===== src/rtl/bte_pkg.sv =====
`timescale 1ns / 1ps
// Shared types, constants and character lookup functions for the byte-to-text encoder.
// Depends on nothing; every other file of the block refers to it by scoped names.
package bte_pkg;

   // Mode register codes.
   localparam logic [2:0] MODE_LATIN1 = 3'd0;
   localparam logic [2:0] MODE_ASCII  = 3'd1;
   localparam logic [2:0] MODE_B64    = 3'd2;
   localparam logic [2:0] MODE_B64URL = 3'd3;
   localparam logic [2:0] MODE_HEX    = 3'd4;

   localparam logic [7:0] PAD_CHAR    = 8'h3d;  // '='
   localparam int         QUEUE_DEPTH = 2;

   typedef enum logic [1:0] {
      JOB_RAW = 2'd0,
      JOB_HEX = 2'd1,
      JOB_B64 = 2'd2
   } job_kind_type;

   // One unit of work handed from the front to the back.
   typedef struct packed {
      job_kind_type kind;
      logic         url;       // base64url alphabet
      logic [23:0]  value;     // raw byte in [7:0], or a base64 group, oldest byte on top
      logic [1:0]   last_idx;  // index of the final character of the job
      logic [1:0]   sig_last;  // last base64 character that carries data; later ones pad
   } job_type;

   function automatic logic [7:0] b64_char(input logic [5:0] idx, input logic url);
      logic [7:0] c;
      logic [7:0] wide;
      wide = {2'b00, idx};
      if (idx < 6'd26) begin
         c = wide + 8'h41;
      end else if (idx < 6'd52) begin
         c = wide + 8'h47;
      end else if (idx < 6'd62) begin
         c = wide - 8'd4;
      end else if (idx == 6'd62) begin
         c = url ? 8'h2d : 8'h2b;
      end else begin
         c = url ? 8'h5f : 8'h2f;
      end
      return c;
   endfunction

   function automatic logic [7:0] hex_char(input logic [3:0] nib);
      logic [7:0] c;
      if (nib < 4'd10) begin
         c = {4'h0, nib} + 8'h30;
      end else begin
         c = {4'h0, nib} + 8'h57;
      end
      return c;
   endfunction

endpackage


===== src/rtl/bte_front.sv =====
`timescale 1ns / 1ps
// Front end: holds the mode register and the base64 carry, classifies each request
// and builds a job for the back end. Depends on bte_pkg.
module bte_front (
   input  logic              clock,
   input  logic              reset,
   input  logic              csr_valid,
   output logic              csr_ready,
   input  logic [2:0]        csr_data,
   input  logic              req_accept,
   input  logic [7:0]        data_byte,
   input  logic              byte_valid,
   input  logic              flush,
   output logic              push,
   output bte_pkg::job_type  push_job
);

   logic [2:0]  mode_ff;
   logic [15:0] carry_bytes_ff, carry_bytes_in;
   logic [1:0]  carry_count_ff, carry_count_in;

   logic [1:0]  cnt_old;
   logic [2:0]  cnt_new;
   logic [7:0]  new0, new1;
   logic        emit_b64;
   logic        has_job;

   assign csr_ready = 1'b1;

   always_comb begin
      cnt_old  = (carry_count_ff == 2'd3) ? 2'd0 : carry_count_ff;
      cnt_new  = {1'b0, cnt_old} + {2'b00, byte_valid};
      new0     = (byte_valid && cnt_old == 2'd0) ? data_byte : carry_bytes_ff[7:0];
      new1     = (byte_valid && cnt_old == 2'd1) ? data_byte : carry_bytes_ff[15:8];
      emit_b64 = (cnt_new == 3'd3) || (flush && cnt_new != 3'd0);

      has_job           = 1'b0;
      push_job.kind     = bte_pkg::JOB_RAW;
      push_job.url      = 1'b0;
      push_job.value    = {16'h0000, data_byte};
      push_job.last_idx = 2'd0;
      push_job.sig_last = 2'd0;
      carry_bytes_in    = carry_bytes_ff;
      carry_count_in    = carry_count_ff;

      case (mode_ff)
         bte_pkg::MODE_LATIN1: begin
            has_job = byte_valid;
         end
         bte_pkg::MODE_ASCII: begin
            has_job        = byte_valid;
            push_job.value = {17'h00000, data_byte[6:0]};
         end
         bte_pkg::MODE_HEX: begin
            has_job           = byte_valid;
            push_job.kind     = bte_pkg::JOB_HEX;
            push_job.last_idx = 2'd1;
         end
         bte_pkg::MODE_B64, bte_pkg::MODE_B64URL: begin
            has_job           = emit_b64;
            push_job.kind     = bte_pkg::JOB_B64;
            push_job.url      = (mode_ff == bte_pkg::MODE_B64URL);
            push_job.value    = {new0,
                                 (cnt_new > 3'd1) ? new1 : 8'h00,
                                 (cnt_new > 3'd2) ? data_byte : 8'h00};
            push_job.sig_last = cnt_new[1:0];
            push_job.last_idx = push_job.url ? cnt_new[1:0] : 2'd3;
            if (emit_b64) begin
               carry_bytes_in = 16'h0000;
               carry_count_in = 2'd0;
            end else begin
               carry_bytes_in = {(cnt_new > 3'd1) ? new1 : 8'h00,
                                 (cnt_new != 3'd0) ? new0 : 8'h00};
               carry_count_in = cnt_new[1:0];
            end
         end
         default: begin
            has_job = 1'b0;
         end
      endcase

      if (flush) begin
         carry_bytes_in = 16'h0000;
         carry_count_in = 2'd0;
      end
   end

   assign push = req_accept && has_job;

   always_ff @(posedge clock) begin
      if (reset) begin
         mode_ff        <= bte_pkg::MODE_LATIN1;
         carry_bytes_ff <= 16'h0000;
         carry_count_ff <= 2'd0;
      end else if (csr_valid && csr_ready) begin
         mode_ff        <= csr_data;
         carry_bytes_ff <= 16'h0000;
         carry_count_ff <= 2'd0;
      end else if (req_accept) begin
         carry_bytes_ff <= carry_bytes_in;
         carry_count_ff <= carry_count_in;
      end
   end

endmodule


===== src/rtl/bte_queue.sv =====
`timescale 1ns / 1ps
// Short job queue between front and back end, kept in flip-flops.
// Depends on bte_pkg.
module bte_queue (
   input  logic              clock,
   input  logic              reset,
   input  logic              push,
   input  bte_pkg::job_type  push_job,
   input  logic              pop,
   output logic              head_valid,
   output bte_pkg::job_type  head_job,
   output logic              full
);

   localparam int Depth = bte_pkg::QUEUE_DEPTH;
   localparam int PtrW  = (Depth > 1) ? $clog2(Depth) : 1;
   localparam int CntW  = $clog2(Depth + 1);

   bte_pkg::job_type entry_ff [Depth];
   logic [PtrW-1:0]  wr_ptr_ff, wr_ptr_in;
   logic [PtrW-1:0]  rd_ptr_ff, rd_ptr_in;
   logic [CntW-1:0]  count_ff, count_in;
   logic             do_push, do_pop;

   assign full       = (count_ff == CntW'(Depth));
   assign head_valid = (count_ff != '0);
   assign head_job   = entry_ff[rd_ptr_ff];
   assign do_push    = push && !full;
   assign do_pop     = pop && head_valid;

   always_comb begin
      wr_ptr_in = wr_ptr_ff;
      rd_ptr_in = rd_ptr_ff;
      count_in  = count_ff;
      if (do_push) begin
         wr_ptr_in = (wr_ptr_ff == PtrW'(Depth - 1)) ? '0 : wr_ptr_ff + PtrW'(1);
      end
      if (do_pop) begin
         rd_ptr_in = (rd_ptr_ff == PtrW'(Depth - 1)) ? '0 : rd_ptr_ff + PtrW'(1);
      end
      if (do_push && !do_pop) begin
         count_in = count_ff + CntW'(1);
      end else if (do_pop && !do_push) begin
         count_in = count_ff - CntW'(1);
      end
   end

   always_ff @(posedge clock) begin
      if (reset) begin
         wr_ptr_ff <= '0;
         rd_ptr_ff <= '0;
         count_ff  <= '0;
      end else begin
         wr_ptr_ff <= wr_ptr_in;
         rd_ptr_ff <= rd_ptr_in;
         count_ff  <= count_in;
      end
   end

   always_ff @(posedge clock) begin
      if (do_push) begin
         entry_ff[wr_ptr_ff] <= push_job;
      end
   end

   assert property (@(posedge clock) disable iff (reset) count_ff <= CntW'(Depth))
      else $error("job queue count overran its depth");
   assert property (@(posedge clock) disable iff (reset)
                    (do_push && !do_pop) |=> (count_ff == $past(count_ff) + CntW'(1)))
      else $error("job queue count did not follow a lone push");
   assert property (@(posedge clock) disable iff (reset)
                    (count_ff == '0) |-> (rd_ptr_ff == wr_ptr_ff))
      else $error("job queue pointers disagree while empty");

endmodule


===== src/rtl/bte_back.sv =====
`timescale 1ns / 1ps
// Back end: walks the head job one character per cycle while the response channel
// is ready, and drives the registered response channel. Depends on bte_pkg.
module bte_back (
   input  logic              clock,
   input  logic              reset,
   input  logic              head_valid,
   input  bte_pkg::job_type  head_job,
   output logic              pop,
   output logic              rsp_tvalid,
   input  logic              rsp_tready,
   output logic [7:0]        rsp_tdata,
   output logic              rsp_tlast
);

   logic       rsp_valid_ff;
   logic [7:0] rsp_data_ff, rsp_data_in;
   logic       rsp_last_ff, rsp_last_in;
   logic [1:0] idx_ff, idx_in;
   logic       load, advance;
   logic [5:0] sextet;

   assign load    = !rsp_valid_ff || rsp_tready;
   assign advance = head_valid && load;

   always_comb begin
      case (idx_ff)
         2'd0:    sextet = head_job.value[23:18];
         2'd1:    sextet = head_job.value[17:12];
         2'd2:    sextet = head_job.value[11:6];
         default: sextet = head_job.value[5:0];
      endcase

      case (head_job.kind)
         bte_pkg::JOB_RAW: rsp_data_in = head_job.value[7:0];
         bte_pkg::JOB_HEX: rsp_data_in = bte_pkg::hex_char((idx_ff == 2'd0) ?
                                           head_job.value[7:4] : head_job.value[3:0]);
         bte_pkg::JOB_B64: rsp_data_in = (idx_ff > head_job.sig_last) ? bte_pkg::PAD_CHAR :
                                           bte_pkg::b64_char(sextet, head_job.url);
         default:          rsp_data_in = 8'h00;
      endcase

      rsp_last_in = (idx_ff == head_job.last_idx);
      idx_in      = idx_ff;
      if (advance) begin
         idx_in = rsp_last_in ? 2'd0 : idx_ff + 2'd1;
      end
   end

   assign pop = advance && rsp_last_in;

   always_ff @(posedge clock) begin
      if (reset) begin
         rsp_valid_ff <= 1'b0;
         idx_ff       <= 2'd0;
      end else begin
         idx_ff <= idx_in;
         if (load) begin
            rsp_valid_ff <= head_valid;
         end
      end
   end

   always_ff @(posedge clock) begin
      if (advance) begin
         rsp_data_ff <= rsp_data_in;
         rsp_last_ff <= rsp_last_in;
      end
   end

   assign rsp_tvalid = rsp_valid_ff;
   assign rsp_tdata  = rsp_data_ff;
   assign rsp_tlast  = rsp_last_ff;

   assert property (@(posedge clock) disable iff (reset) (idx_ff != 2'd0) |-> head_valid)
      else $error("character index left mid-job without a job at the head");
   assert property (@(posedge clock) disable iff (reset)
                    head_valid |-> (idx_ff <= head_job.last_idx))
      else $error("character index ran past the end of the job");
   assert property (@(posedge clock) disable iff (reset) advance |=> rsp_valid_ff)
      else $error("a character was taken from the job but not presented");

endmodule


===== src/rtl/streaming_bytes_to_text_encoder_unit.sv =====
`timescale 1ns / 1ps
// Top level of the streaming byte-to-text encoder (latin1, ascii, hex, base64, base64url).
// Depends on bte_pkg, bte_front, bte_queue and bte_back.
//
// Raw bytes come in on the request channel and leave as text characters on the response
// channel, one character per response. The mode register (csr_data: 0 latin1, 1 ascii,
// 2 base64 with '=' padding, 3 base64url without padding, 4 lower-case hex; 5 to 7 emit
// nothing) is to be written by the user only while the block is idle; the block itself
// does not enforce this. Every write also clears the base64 carry. A request with
// req_tuser high carries a byte; req_tlast high is a flush that encodes the carried bytes
// (after this request's own byte) and clears the carry. A request with neither bit set
// does nothing. The last character caused by a request is marked with rsp_tlast. The
// front end takes one request per cycle while its two-entry job queue has room, and the
// back end turns each job into characters at one per cycle while the response channel is
// ready. A request makes one character in latin1 and ascii, two in hex, and in base64
// zero for most bytes, four for every third byte and two to four for a flush that has
// bytes to encode, about 1.33 per byte on average. The single-character response port
// sets the overall rate. The first character of a request passes through the job queue
// and then the response register before it is presented.
module streaming_bytes_to_text_encoder_unit (
   input  logic       clock,
   input  logic       reset,
   // Configuration write channel.
   input  logic       csr_valid,
   output logic       csr_ready,
   input  logic [2:0] csr_data,     // mode
   // Request channel.
   input  logic       req_tvalid,
   output logic       req_tready,
   input  logic [7:0] req_tdata,    // [7:0] data_byte
   input  logic       req_tuser,    // [0] byte_valid
   input  logic       req_tlast,    // flush
   // Response channel.
   output logic       rsp_tvalid,
   input  logic       rsp_tready,
   output logic [7:0] rsp_tdata,    // [7:0] text_char
   output logic       rsp_tlast     // last_of_run
);

   logic             req_accept;
   logic             push;
   bte_pkg::job_type push_job;
   logic             pop;
   logic             head_valid;
   bte_pkg::job_type head_job;
   logic             queue_full;

   // The front end never waits on the back end directly; only a full queue stalls requests.
   assign req_tready = !queue_full;
   assign req_accept = req_tvalid && req_tready;

   bte_front u_front (
      .clock      (clock),
      .reset      (reset),
      .csr_valid  (csr_valid),
      .csr_ready  (csr_ready),
      .csr_data   (csr_data),
      .req_accept (req_accept),
      .data_byte  (req_tdata),
      .byte_valid (req_tuser),
      .flush      (req_tlast),
      .push       (push),
      .push_job   (push_job)
   );

   bte_queue u_queue (
      .clock      (clock),
      .reset      (reset),
      .push       (push),
      .push_job   (push_job),
      .pop        (pop),
      .head_valid (head_valid),
      .head_job   (head_job),
      .full       (queue_full)
   );

   // The back end owns the response register, so a waiting character blocks the front
   // end from taking the next request only once the job queue is full.
   bte_back u_back (
      .clock      (clock),
      .reset      (reset),
      .head_valid (head_valid),
      .head_job   (head_job),
      .pop        (pop),
      .rsp_tvalid (rsp_tvalid),
      .rsp_tready (rsp_tready),
      .rsp_tdata  (rsp_tdata),
      .rsp_tlast  (rsp_tlast)
   );

endmodule

===== config.mk =====
export PLATFORM = sky130hd
export DESIGN_NAME = streaming_bytes_to_text_encoder_unit
export DESIGN_NICKNAME = d
export VERILOG_FILES = /design/src/rtl/bte_pkg.sv /design/src/rtl/bte_front.sv /design/src/rtl/bte_queue.sv /design/src/rtl/bte_back.sv /design/src/rtl/streaming_bytes_to_text_encoder_unit.sv
export SDC_FILE = /design/constraint.sdc
export NUM_CORES = 1
export LEC_CHECK = 0
export BUFFER_PORTS_ARGS = -buffer_cell sky130_fd_sc_hd__clkbuf_2
export CAP_MARGIN = 20
export CORE_MARGIN = 2
export CORE_UTILIZATION = 30
export CTS_CLUSTER_SIZE = 20
export DETAILED_ROUTE_END_ITERATION = 10
export PLACE_DENSITY = 0.52
export SLEW_MARGIN = 20
export SYNTH_ARGS = -nofsm -noshare
export SYNTH_HDL_FRONTEND = slang
export SYNTH_HIERARCHICAL = 1
export SYNTH_SLANG_ARGS = --single-unit

===== constraint.sdc =====
create_clock -name clock -period 7.5 [get_ports clock]
set_clock_uncertainty 0.2 [all_clocks]
set_input_delay 0.375 -clock clock [delete_from_list [all_inputs] [get_ports clock]]
set_output_delay 0.375 -clock clock [all_outputs]
set_load 0.02 [all_outputs]

==> out/results.tsv <==
stage	metric	value	unit
grt	global-route wire length before repair	18700	µm
logic_synthesis	post-synthesis compound-gate area fraction	0.130	
cts	clk_lat worst skew	350	ps
timing	RSZ-0062 raised after global routing	no	
cts	clock sink count	100	
routing	antenna viol nets, final	0	
worst_setup_path	Critical Path Start Type	flop	
grt	remaining global-route overflow	0	
logic_synthesis	post-synthesis sequential area ratio	0.518	
pwr	PwrDens	249	nW/µm²
routing	drt pass-1 iters	5	
logic_synthesis	Post-synth EDFFs	71	
logic_synthesis	Cell variety after synth	69	
floorplanning	die width	136	µm
place	pre-CTS setup slack	4090	ps
logic_synthesis	Synth async-reset ratio	0	
logic_synthesis	prevailing post-synth register cell	edfxtp_1	
worst_setup_path	CP max FO	12	
worst_setup_path	Worst setup EP type	flop	
outcome	outcome	complete, no violations	
timing	setup tns final	0	ps
routing	mean number of vias per cell	5.01	
logic_synthesis	Gate Count Post-Synth	479	
place	number of port buffers	28	
timing	endpoints failing setup	0	
cts	CTS tree	yes	
routing	top sig layer	met4	
logic_synthesis	Post-Synth Adder-Cell Area	0.0382	
grt	vias in the first global route	3400	
routing	routed wire length	11800	µm
floorplanning	die footprint	18500	µm²
grt	initial antenna violation count	0	
timing	worst slew pin tran	848	ps
cts	root buffer cell	clkbuf_16	
logic_synthesis	post-synthesis mux area share	0.105	
timing	Worst slew margin	0.434	
place	DP HPWL	8670	µm
grt	GR Util All Layers	0.133	
logic_synthesis	Post-Syn Area per Cell	10.9	µm²
timing	maximum clock frequency	0.288	GHz
cts	Post-CTS Setup Bufs	0	
floorplanning	Top Ports	30	
layout	Final Net Count	535	
logic_synthesis	top post-synthesis cells by area	edfxtp_1, dfxtp_1, mux2_2	
routing	Residual DRC	0	
cts	hold_buf cts	0	
pwr	peak supply drop	0.139	mV
layout	antenna cells	0	
hold_path	Tightest Hold Check Type	in2reg	
timing	Period minus WS final	3470	ps
grt	largest net degree at the start of global routing	32	
logic_synthesis	largest family of logic cells by synthesized area	simple AND/OR/NAND/NOR gates	
floorplanning	Initial Util	0.305	
logic_synthesis	Ys Warns	6	
layout	share of cells above drive strength 1	0.196	
place	RD Place Congestion	0.810	
cts	clock slew at reported path FFs	70	ps
cts	CTS resizes	0	
routing	vias	3660	
timing	Slew Limit Fails	0	
routing	Met3 Wirelength	498	µm
logic_synthesis	Yosys top cell area share	0.407	
routing	wire per inst	16.2	µm
pwr	Leakage	2.00	nW
logic_synthesis	cell taking the most area after synthesis	edfxtp_1	
logic_synthesis	Post-Synth Simple-Gate Area	0.147	
logic_synthesis	synthesized area	5240	µm²
timing	Final Cycle Share	0.463	
worst_setup_path	Worst Path Arrival	3360	ps
worst_setup_path	kind of critical path	reg2reg	
routing	WL met1	5620	µm
floorplanning	Die H	136	µm
logic_synthesis	Mapped Nets	513	
pwr	Power, Total	1.45	mW
routing	DR WL met2	5560	µm
logic_synthesis	post-synthesis xor/xnor area fraction	0.0150	
floorplanning	Core ar.	17200	µm²
cts	Num CTS Buffers	9	
worst_setup_path	Required @ worst endpoint	7390	ps
layout	Area Overhead vs Synth	11.2	%
floorplanning	num rows	48	
routing	drt initial violations	259	
cts	CTS max path bufs	2	
cts	H-Tree Level Count	3	
logic_synthesis	Synth Register Bits	100	
timing	final hold vios	0	
timing	setup ws final	4030	ps
job	maximum capacitance violations	0	
-- logic make-up (layout without fill, tap and decap cells) --
family                     Yosys count  after routing
muxes                               51             51
DFF                                100            100
and+or+nand+nor                    152            152
adders and majority gates           16             16
AOI/OAI and AO/OA                  104            104
buffers and inverters               46             73
xor gates and xnor gates             9              9
other                                1              1
-- metrics by stage --
step           hold WS, ps  instances  utilization  cell area (µm²)
4_1_cts               44.1        731        0.339             5830
3_5_place_dp           243        715        0.323             5550
3_3_place_gp           238        715        0.323             5550
5_1_grt               45.4        731        0.339             5830
6_report              59.4        731        0.339             5830
2_1_floorplan          231        479            -             5240
-- Yosys cell counts (15+ instances only) --
master / n
nor3_1: 15
nand2_1: 53
o21ai_0: 17
mux2i_1: 19
a21oi_1: 32
mux2_2: 32
inv_1: 22
nor2_1: 30
edfxtp_1: 71
dfxtp_1: 29
ha_1: 16
-- layer usage --
layer | GRT usage | vias to the layer above
met4 | 0.0382 | 0
met5 | 0 | -
li1 | - | 1800
met2 | 0.216 | 97
met3 | 0.0324 | 9
met1 | 0.177 | 1754
-- critical path: stages (launching register included) --
cell and delay, ps:
dfxtp_1 370, inv_1 120, ha_1 470, a222oi_1 180
a21oi_1 710, nand4_1 390, nor4b_4 380, nor3_1 90
o31a_1 290
-- cells in the final DEF (no fill, tap or decap), types with 15 or more instances in the layout --
| cell type | count |
|---|---|
| a21oi_1 | 32 |
| clkbuf_2 | 28 |
| dfxtp_1 | 29 |
| edfxtp_1 | 71 |
| ha_1 | 16 |
| inv_1 | 22 |
| mux2_2 | 32 |
| mux2i_1 | 19 |
| nand2_1 | 53 |
| nor2_1 | 30 |
| nor3_1 | 15 |
| o21ai_0 | 17 |
-- layout make-up --
| cell class | count | area (µm²) |
|---|---|---|
| multi-input cells | 333 | 2280 |
| clock buffers | 10 | 229 |
| inverters | 25 | 96.3 |
| well taps | 225 | 282 |
| flip-flops and latches | 100 | 2710 |
| repair buffers | 32 | 170 |
| clock inverters | 6 | 55.1 |
| fillers | 1784 | 11300 |
-- state kept, by name, summed over array words and instances, names as in the netlist, 2 cells and up, named ones only --
name / count
u_back/idx_ff: 2
u_back/rsp_tdata: 8
u_front/carry_bytes_ff: 16
u_front/carry_count_ff: 2
u_front/mode_ff: 3
u_queue/count_ff: 2
u_queue/entry_ff: 62
-- report_power, final --
group / switching, mW / internal, mW
Combinational: 0.230 / 0.135
Sequential: 0.0146 / 0.636
Clock: 0.207 / 0.231
Total: 0.451 / 1.00
-- worst paths after layout --
check,depth (start not counted),start,slack (ps),end
worst min-delay path,3,csr_data[2],60,u_front/mode_ff[2]$_SDFFE_PP0P_
worst min register to register,2,u_front/carry_bytes_ff[13]$_SDFFE_PP0P_,250,u_front/carry_bytes_ff[13]$_SDFFE_PP0P_
worst max register to register,8,u_back/idx_ff[0]$_SDFFE_PP0P_,4030,u_back/rsp_tdata[5]$_DFFE_PP_
worst max-delay path,8,u_back/idx_ff[0]$_SDFFE_PP0P_,4030,u_back/rsp_tdata[5]$_DFFE_PP_
Note: power is estimated with default switching activity, not from simulation.
